==> src/hdl/lsor_pkg.sv <==
package lsor_pkg;

    localparam int GRID_LOG2 = 6;
    localparam int GRID_SIZE = 1 << GRID_LOG2;
    localparam int ADDR_W    = 2 * GRID_LOG2;
    localparam int POT_W     = 24;
    localparam int OMEGA_W   = 15;
    localparam int COUNT_W   = 16;
    localparam int CFG_W     = 16;
    localparam int SUM_W     = POT_W + 3;
    localparam int PROD_W    = SUM_W + OMEGA_W + 1;
    localparam int FRAC_SH   = 16;

    localparam logic [GRID_LOG2-1:0] IDX_FIRST = GRID_LOG2'(1);
    localparam logic [GRID_LOG2-1:0] IDX_LAST  = GRID_LOG2'(GRID_SIZE - 2);

    localparam logic [1:0] OP_WRITE = 2'd0;
    localparam logic [1:0] OP_RUN   = 2'd1;
    localparam logic [1:0] OP_READ  = 2'd2;
    localparam logic [1:0] OP_NOP   = 2'd3;

    localparam logic CFG_OMEGA = 1'b0;
    localparam logic CFG_COUNT = 1'b1;

    localparam logic [OMEGA_W-1:0] OMEGA_RESET = OMEGA_W'(31213);
    localparam logic [COUNT_W-1:0] COUNT_RESET = COUNT_W'(1000);

    typedef enum logic [1:0] {
        WS_HOST  = 2'd0,
        WS_RELAX = 2'd1,
        WS_ZERO  = 2'd2
    } t_wsel;

    typedef enum logic [1:0] {
        CAP_NONE      = 2'd0,
        CAP_SELF_UP   = 2'd1,
        CAP_DOWN_LEFT = 2'd2
    } t_cap;

    typedef struct packed {
        logic              we;
        logic [ADDR_W-1:0] waddr;
        t_wsel             wsel;
        logic [ADDR_W-1:0] raddr_a;
        logic [ADDR_W-1:0] raddr_b;
        t_cap              cap;
        logic              calc_d;
        logic              calc_p;
        logic              out_load;
        logic              out_read;
    } t_cmd;

    typedef struct packed {
        logic self_fixed;
    } t_status;

endpackage

==> src/hdl/lsor_ctrl.sv <==
module lsor_ctrl
    import lsor_pkg::*;
(
    input  logic                 i_clk,
    input  logic                 i_rst_n,
    input  logic                 i_in_valid,
    input  logic [1:0]           i_opcode,
    input  logic [GRID_LOG2-1:0] i_row,
    input  logic [GRID_LOG2-1:0] i_col,
    input  logic                 i_out_ready,
    input  logic [COUNT_W-1:0]   i_sweep_count,
    input  t_status              i_status,
    output logic                 o_in_ready,
    output logic                 o_out_valid,
    output t_cmd                 o_cmd
);

    typedef enum logic [10:0] {
        S_CLEAR = 11'b00000000001,
        S_IDLE  = 11'b00000000010,
        S_RDOUT = 11'b00000000100,
        S_START = 11'b00000001000,
        S_RD0   = 11'b00000010000,
        S_RD1   = 11'b00000100000,
        S_RD2   = 11'b00001000000,
        S_SUM   = 11'b00010000000,
        S_MUL   = 11'b00100000000,
        S_WR    = 11'b01000000000,
        S_DONE  = 11'b10000000000
    } t_state;

    t_state               r_state, n_state;
    logic [ADDR_W-1:0]    r_clr, n_clr;
    logic [GRID_LOG2-1:0] r_row, n_row;
    logic [GRID_LOG2-1:0] r_col, n_col;
    logic [COUNT_W-1:0]   r_sweep, n_sweep;
    logic                 r_out_valid, n_out_valid;
    logic                 accept;
    logic                 last_sweep;

    assign o_in_ready  = (r_state == S_IDLE) && (!r_out_valid || i_out_ready);
    assign accept      = o_in_ready && i_in_valid;
    assign o_out_valid = r_out_valid;
    assign last_sweep  = (r_sweep + COUNT_W'(1)) == i_sweep_count;

    always_comb begin
        n_state     = r_state;
        n_clr       = r_clr;
        n_row       = r_row;
        n_col       = r_col;
        n_sweep     = r_sweep;
        n_out_valid = r_out_valid && !i_out_ready;

        o_cmd          = '0;
        o_cmd.wsel     = WS_ZERO;
        o_cmd.cap      = CAP_NONE;
        o_cmd.raddr_a  = {r_row, r_col};
        o_cmd.raddr_b  = {r_row - GRID_LOG2'(1), r_col};
        o_cmd.waddr    = {r_row, r_col};

        unique case (r_state)
            S_CLEAR: begin
                o_cmd.we    = 1'b1;
                o_cmd.waddr = r_clr;
                n_clr       = r_clr + ADDR_W'(1);
                if (&r_clr) begin
                    n_state = S_IDLE;
                end
            end
            S_IDLE: begin
                o_cmd.raddr_a = {i_row, i_col};
                o_cmd.waddr   = {i_row, i_col};
                o_cmd.wsel    = WS_HOST;
                if (accept) begin
                    unique case (i_opcode)
                        OP_WRITE: begin
                            o_cmd.we       = 1'b1;
                            o_cmd.out_load = 1'b1;
                            n_out_valid    = 1'b1;
                        end
                        OP_RUN: begin
                            n_out_valid = 1'b0;
                            n_state     = S_START;
                        end
                        OP_READ: begin
                            n_out_valid = 1'b0;
                            n_state     = S_RDOUT;
                        end
                        OP_NOP: begin
                            o_cmd.out_load = 1'b1;
                            n_out_valid    = 1'b1;
                        end
                        default: begin
                        end
                    endcase
                end
            end
            S_RDOUT: begin
                o_cmd.out_load = 1'b1;
                o_cmd.out_read = 1'b1;
                n_out_valid    = 1'b1;
                n_state        = S_IDLE;
            end
            S_START: begin
                n_sweep = '0;
                n_row   = IDX_FIRST;
                n_col   = IDX_FIRST;
                n_state = (i_sweep_count == '0) ? S_DONE : S_RD0;
            end
            S_RD0: begin
                n_state = S_RD1;
            end
            S_RD1: begin
                o_cmd.cap     = CAP_SELF_UP;
                o_cmd.raddr_a = {r_row + GRID_LOG2'(1), r_col};
                o_cmd.raddr_b = {r_row, r_col - GRID_LOG2'(1)};
                n_state       = S_RD2;
            end
            S_RD2: begin
                o_cmd.cap     = CAP_DOWN_LEFT;
                o_cmd.raddr_a = {r_row, r_col + GRID_LOG2'(1)};
                n_state       = S_SUM;
            end
            S_SUM: begin
                o_cmd.calc_d = 1'b1;
                n_state      = S_MUL;
            end
            S_MUL: begin
                o_cmd.calc_p = 1'b1;
                n_state      = S_WR;
            end
            S_WR: begin
                o_cmd.we   = 1'b1;
                o_cmd.wsel = WS_RELAX;
            end
            S_DONE: begin
                o_cmd.out_load = 1'b1;
                n_out_valid    = 1'b1;
                n_state        = S_IDLE;
            end
            default: begin
                n_state = S_IDLE;
            end
        endcase

        // advance to the next interior cell; skip held cells
        if ((r_state == S_WR) || ((r_state == S_SUM) && i_status.self_fixed)) begin
            n_state = S_RD0;
            if (r_col == IDX_LAST) begin
                n_col = IDX_FIRST;
                if (r_row == IDX_LAST) begin
                    n_row   = IDX_FIRST;
                    n_sweep = r_sweep + COUNT_W'(1);
                    if (last_sweep) begin
                        n_state = S_DONE;
                    end
                end else begin
                    n_row = r_row + GRID_LOG2'(1);
                end
            end else begin
                n_col = r_col + GRID_LOG2'(1);
            end
        end
    end

    always_ff @(posedge i_clk) begin
        if (!i_rst_n) begin
            r_state     <= S_CLEAR;
            r_clr       <= '0;
            r_row       <= IDX_FIRST;
            r_col       <= IDX_FIRST;
            r_sweep     <= '0;
            r_out_valid <= 1'b0;
        end else begin
            r_state     <= n_state;
            r_clr       <= n_clr;
            r_row       <= n_row;
            r_col       <= n_col;
            r_sweep     <= n_sweep;
            r_out_valid <= n_out_valid;
        end
    end

endmodule

==> config.mk <==
export PLATFORM = sky130hd
export DESIGN_NAME = lsor_ctrl
export DESIGN_NICKNAME = d
export VERILOG_FILES = /design/src/hdl/lsor_pkg.sv /design/src/hdl/lsor_ctrl.sv
export SDC_FILE = /design/constraint.sdc
export NUM_CORES = 1
export LEC_CHECK = 0
export ABC_CLOCK_PERIOD_IN_PS = 3600
export BUFFER_PORTS_ARGS = -buffer_cell sky130_fd_sc_hd__buf_4
export CELL_PAD_IN_SITES_DETAIL_PLACEMENT = 0
export CELL_PAD_IN_SITES_GLOBAL_PLACEMENT = 1
export CORE_MARGIN = 2
export CORE_UTILIZATION = 41
export CTS_BUF_LIST = sky130_fd_sc_hd__clkbuf_2 sky130_fd_sc_hd__clkbuf_4 sky130_fd_sc_hd__clkbuf_8
export CTS_CLUSTER_DIAMETER = 40
export CTS_CLUSTER_SIZE = 10
export DETAILED_ROUTE_END_ITERATION = 8
export PLACE_DENSITY = 0.87
export SETUP_SLACK_MARGIN = 0.15
export SYNTH_ARGS = -nofsm -noshare
export SYNTH_HDL_FRONTEND = slang
export SYNTH_SLANG_ARGS = --single-unit
==> constraint.sdc <==
create_clock -name i_clk -period 3.6 [get_ports i_clk]
set_clock_uncertainty 0.2 [all_clocks]
set_input_delay 1.08 -clock i_clk [delete_from_list [all_inputs] [get_ports i_clk]]
set_output_delay 1.08 -clock i_clk [all_outputs]
set_load 0.005 [all_outputs]
==> metrics.txt, run 1 <==
EDFF count, synth 0; Root Buffer clkbuf_8; Detailed Route WL 11,200 um; initial antenna violation count 0; Min-Delay Path Class reg2reg; DRT iter0 DRCs between 200 and 300; Die ar. 0.0102 mm2; maxcap violations 0; flops & latches, synth between 50 and 60; Lkg Pwr 1.89 nW; cell row count 35; fin. max-slew vios 0; Vias 4,063; antenna viol nets, final 0; reg2reg start r_state[8]$_SDFFE_PN0P_; Starting Density around two fifths; xor and xnor area share after synthesis 10.9%; Synth Flop Type dfxtp_1; GRT Util Overall between 20% and 30%; fmax 283 MHz; area leader, netlist dfxtp_1; FILL cells 910; first-pass GRT wire length 18,200 um; most common cell in the synthesized netlist dfxtp_1; share of cells above drive strength 1 approximately 25%; Post-Syn Area roughly 0.0039 mm2; area of the core between 0.009 and 0.01 mm2; Register Area 0.00105 mm2; Setup CP Type reg2out; asr flop ratio synth 0%; Routability Congestion 0.903; post-DR vias/cell 5.83; Commonest cells post-synth 52 x dfxtp_1, 46 x nor2_1, 43 x nand2_1, 43 x nand3_1, 28 x xnor2_1; fin crit share a little over nine tenths; htree depth 2; clock slew at reported path FFs about 0.09 ns; Max transition margin 53.6%; final hold vios 0; Critical Path AT 2.26 ns; Synth Area in Compound Gates 18.4%; combinational family with the most area after synthesis simple AND/OR/NAND/NOR gates; Simple-Gate Fraction of Synth Area between 30 and 40%; maximum vdd ir drop about 150 uV; Min-Delay Startpoint r_state[7]$_SDFFE_PN0P_; largest net degree at the start of global routing 22; sequential area share after synthesis 27.0%; DRC Markers 0; min cycle time layout 3.54 ns; total chip power ~0.0012 W; DR WL/cell 16.1 um; Synthesized Nets 555; total gr overflow 0; PortBufs 81; drt pass-1 iters 5; CTS Sinks 52; Synth area leaders dfxtp_1 27%, xnor2_1 6.4%, nand3_1 5.6%; Inserted Clock Buffers 5; clock tree from TritonCTS yes; Mapped Avg Cell Area between 7 and 8 um2; vias in the first global route 3,833; RSZ-0062 raised after global routing yes; Startpoint Class flip-flop; Die Width 101 um; mux contribution to synthesized area less than 1%; Syn. warnings 0; clock buffer depth 2; Synth top area share 27.0%; Area growth syn-to-layout 24.6%; multi-input logic area 0.00265 mm2; # setup viols final 0; status complete, no violations; Post-Synth Adder-Cell Area about 3.2%; antenna cells 0; Die Y 101 um; Req. time, crit path 2.32 ns; Post-layout nets 630; Setup WS pre-CTS 0.216 ns; Final WS setup 0.0603 ns; Post-Syn Instances 510; crit path max fanout 5; # IOs 82; Slew @ Worst Pin 0.695 ns; Detailed Place HPWL about 8500 um; Worst Setup SP r_state[8]$_SDFFE_PN0P_; post-synth cell types 62; placed cells around 700; Final Non-Filler Cells 697; crit path capture type output port; clk_lat worst skew 0.31 ns; Power Dens Cells between 200 and 250 mW/mm2
==> cells in the final DEF, fill, tap and decap left out, drive strengths merged, types with 16 or more instances in the layout <==
cell type and instances:
a21oi 23, buf 102, dfxtp 52, inv 21, nand2 44, nand3 44
nor2 47, nor3 16, o21ai 25, xnor2 28, xor2 20
==> cell families after synthesis <==
kind of cell,after synthesis
simple gates,240
xor+xnor,48
flops,52
compound gates,101
mux,3
fa+ha+maj,10
buf+inv,56
==> state kept, by name (all words and copies together), names as in the netlist <==
signal,flops
r_state,11
r_col,6
o_out_valid,1
r_sweep,16
r_clr,12
r_row,6
==> worst max-delay path, cell delays in order, from the launching register on <==
cell,delay [ns]
dfxtp_2,0.34
nor4_4,0.30
nand3_1,0.10
or3b_4,0.48
clkinv_8,0.07
nor2_4,0.04
o21bai_1,0.16
a221o_1,0.32
buf_4,0.14
==> final cells by class <==
class	count	share of cell area [%]
clock buffer	8	2.03
inverter	22	2.03
multi-input combinational	402	55.1
sequential	52	21.9
tap	111	2.89
timing repair buffer	102	16.0
==> worst paths after layout <==
| check | end | slack (ns) | cells after the start |
|---|---|---|---|
| setup / recovery | o_cmd[26] | 0.06 | 8 |
| hold / removal | r_state[5]$_SDFFE_PN0P_ | 0.28 | 1 |
| setup reg to reg | r_sweep[11]$_SDFF_PN0_ | 0.86 | 9 |
| hold reg to reg | r_state[5]$_SDFFE_PN0P_ | 0.28 | 1 |
==> power breakdown <==
part	switching [W]	internal (W)
clock	0.000192	0.000173
combinational	0.000104	0.000101
sequential	0.0000140	0.000585
total	0.000310	0.000859
==> metrics by stage <==
step	hold WS (ns)	utilization, %	area (um2)	TNS, ns
after global routing	0.302	52.3	4810	-0.0299
after CTS	0.288	51.4	4720	0
final	0.282	52.3	4810	0
after detailed placement	0.297	49.5	4550	0
after global placement	0.288	49.5	4550	0
after floorplan	0.262	-	3860	0
==> metal layers <==
layer | part of all wire (%) | GRT usage [%] | up-vias
met3 | 6.6 | 2.77 | 11
met2 | 48 | 37.0 | 159
met5 | 0 | 0 | -
li1 | - | - | 1977
met4 | 0.97 | 4.57 | 0
met1 | 45 | 29.8 | 1916
==> timing repair <==
action,4_1_cts,5_1_grt
buffers inserted,5,3
pin swaps,9,9
setup endpoints to repair,32,34
gates cloned,0,0
hold buffers,0,0
gates resized for setup,20,17
No activity file was read; power rests on OpenSTA's default activity.
==> run 2: changes to the inputs <==
--- a/config.mk
+++ b/config.mk
@@ -9,7 +9,6 @@
 export BUFFER_PORTS_ARGS = -buffer_cell sky130_fd_sc_hd__buf_4
 export CELL_PAD_IN_SITES_DETAIL_PLACEMENT = 0
 export CELL_PAD_IN_SITES_GLOBAL_PLACEMENT = 1
-export CORE_MARGIN = 2
 export CORE_UTILIZATION = 41
 export CTS_BUF_LIST = sky130_fd_sc_hd__clkbuf_2 sky130_fd_sc_hd__clkbuf_4 sky130_fd_sc_hd__clkbuf_8
 export CTS_CLUSTER_DIAMETER = 40
==> run 2 against run 1 <==
Against the previous run:
- non-clock buffer count rose by 7
- sequential share of layout area shrank 0.63 points
- clock power up 1%
- global-route usage is 1.1 points higher
- register-to-register slack better by 0.03 ns
- clock-buffer cell count is the same
- setup slack barely moved
- final cell count up 1.1%
- critical endpoint unchanged
==> metrics.txt, run 2 (synthesized netlist as in run 1, its figures left out) <==
status complete, no violations (unchanged); drt pass-1 iters 5 (unchanged); Max transition margin 52.0% (was 53.6%); FILL cells 897 (was 910); WHS Endpoint r_state[5]$_SDFFE_PN0P_ (unchanged); # setup viols final 0 (unchanged); Root Buffer clkbuf_8 (unchanged); Die ar. 0.00980 mm2 (was 0.0102 mm2); Critical Path AT 2.26 ns (about the same); Post-layout nets 638 (was 630); total chip power 0.00119 W (was 0.00117 W); maxcap violations 0 (unchanged); Final TNS setup 0 ns (unchanged); total gr overflow 0 (unchanged); Slew @ Worst Pin 0.718 ns (was 0.695 ns); dpl cell area 0.00456 mm2 (was 0.00455 mm2); Power Dens Cells 240 mW/mm2 (was 243 mW/mm2); crit path max fanout 5 (unchanged); reg2reg path depth 6 (was 9); DR WL/cell 16.0 um (was 16.1 um); multi-input logic area 0.00271 mm2 (was 0.00265 mm2); placed cells 682 (was 681); Final Non-Filler Cells 705 (was 697); min cycle time layout 3.54 ns (about the same); CTS Sinks 52 (unchanged); clk_lat worst skew 0.30 ns (was 0.31 ns); antenna viol nets, final 0 (unchanged); antenna cells 0 (unchanged); initial antenna violation count 0 (unchanged); maximum vdd ir drop 141 uV (was 149 uV); # IOs 82 (unchanged); final hold vios 0 (unchanged); first-pass GRT wire length 18,400 um (was 18,200 um); area of the core 0.00920 mm2 (unchanged); Hold Buf Count CTS 0 (unchanged); largest net degree at the start of global routing 22 (unchanged); PortBufs 81 (unchanged); Inserted Clock Buffers 5 (unchanged); r2r setup slk 0.89 ns (was 0.86 ns); fin crit share 98.3% (about the same); Hold Path Cell Cnt 1 (unchanged); reg2reg start r_col[4]$_SDFFE_PN0P_ (was r_state[8]$_SDFFE_PN0P_); Startpoint Class flip-flop (unchanged); Area growth syn-to-layout 28.6% (was 24.6%); Min-Delay Path Class reg2reg (unchanged); Setup CP Type reg2out (unchanged); Lkg Pwr 1.95 nW (was 1.89 nW); WHS 0.282 ns (about the same); share of cells above drive strength 1 27.4% (was 25.3%); fin. max-slew vios 0 (unchanged); Routability Congestion 0.997 (was 0.903); RSZ-0062 raised after global routing yes (unchanged); Detailed Place HPWL 8390 um (was 8520 um); Min-Delay Startpoint r_state[7]$_SDFFE_PN0P_ (unchanged); Starting Density 42.0% (unchanged); cell row count 35 (unchanged); worst r2r dst r_state[4]$_SDFFE_PN0P_ (was r_sweep[11]$_SDFF_PN0_); Die Y 99.0 um (was 101 um); most common cell after layout, fill and taps aside buf_4 (unchanged); largest register by flop count r_sweep (unchanged); clock slew at reported path FFs 0.10 ns (was 0.09 ns); clock tree from TritonCTS yes (unchanged); Register Area 0.00106 mm2 (was 0.00105 mm2); DRC Markers 0 (unchanged); max FFs per register 16 (unchanged); crit path capture type output port (unchanged); Req. time, crit path 2.32 ns (about the same); Vias 4,040 (was 4,063); post-DR vias/cell 5.73 (was 5.83); GRT Util Overall 22.9% (was 21.8%); DRT iter0 DRCs 197 (was 250); fin area 0.00496 mm2 (was 0.00481 mm2); fmax 283 MHz (about the same); vias in the first global route 3,800 (was 3,833); Detailed Route WL 11,200 um (about the same); Die Width 99.0 um (was 101 um); htree depth 2 (unchanged); most frequent cells in the layout 101 x buf_4, 42 x nor2_1, 42 x nand3_1 (was 101 x buf_4, 43 x nand3_1, 43 x dfxtp_1); biggest regs r_sweep: 16 flops, r_clr: 12 flops, r_state: 11 flops (unchanged); clock buffer depth 2 (unchanged)
run 2: changes by cell type in the layout (fill, tap and decap cells not counted), moves of 2 or more:
cell	change
buf_6	+5
dfxtp_1	-2
dfxtp_2	+2
nor2_4	+2
nor3_2	-2
o21ai_2	+2
run 2: routing by layer:
metal  vias to the layer above  GRT usage, %  part of all wire [%]
met3                        10          3.19                   5.6
met4                         0          4.48                  0.84
met5                         -             0                     0
met2                       130          38.9                    48
li1                       2004             -                     -
met1                      1896          31.1                    46
run 2: critical path, cell delays in order (launching register included):
cell	delay, ns
dfxtp_2	0.35
nor4_4	0.30
nand3_1	0.12
or3b_4	0.48
clkinv_8	0.08
nor2_4	0.04
o21bai_1	0.14
a221o_1	0.31
buf_4	0.13
run 2: worst max-delay path by stage:
stage	startpoint	end	slack [ns]	depth (start not counted)
6_report	r_state[8]$_SDFFE_PN0P_	o_cmd[26]	0.06	8
5_1_grt	r_state[8]$_SDFFE_PN0P_	o_cmd[26]	-0.07	8
4_1_cts	r_state[2]$_SDFFE_PN0P_	o_cmd[17]	0.07	9
3_5_place_dp	r_state[8]$_SDFFE_PN0P_	o_cmd[26]	0.22	8
3_3_place_gp	r_state[8]$_SDFFE_PN0P_	o_cmd[26]	0.25	8
2_1_floorplan	r_state[8]$_SDFFE_PN0P_	o_cmd[26]	0.36	9
run 2: layout make-up:
class	instances	share of cell area, %
multi-input combinational	403	54.6
inverter	22	1.97
tap	111	2.80
clock buffer	8	1.97
sequential	52	21.3
timing repair buffer	109	17.3
run 2: power by group:
part	switching (W)	leakage, nW	total (W)	internal (W)
logic	0.000109	1.48	0.000222	0.000113
clock network	0.000197	0.0523	0.000369	0.000173
registers	0.0000146	0.423	0.000600	0.000585
total	0.000320	1.95	0.00119	0.000871
run 2: stage by stage:
| stage | setup slack (ns) | util [%] |
|---|---|---|
| final | 0.0603 | 54.0 |
| after global routing | -0.0663 | 54.0 |
| after CTS | 0.0737 | 52.1 |
| after detailed placement | 0.215 | 49.6 |
| after global placement | 0.250 | 49.6 |
| after floorplan | 0.357 | - |
run 2: repair_timing:
action / 4_1_cts / 5_1_grt
endpoints found under the hold margin: 0 / 0
resized for setup: 22 / 35
setup endpoints to repair: 32 / 33
cloned: 0 / 1
pin swaps: 14 / 19
setup buffers: 9 / 5
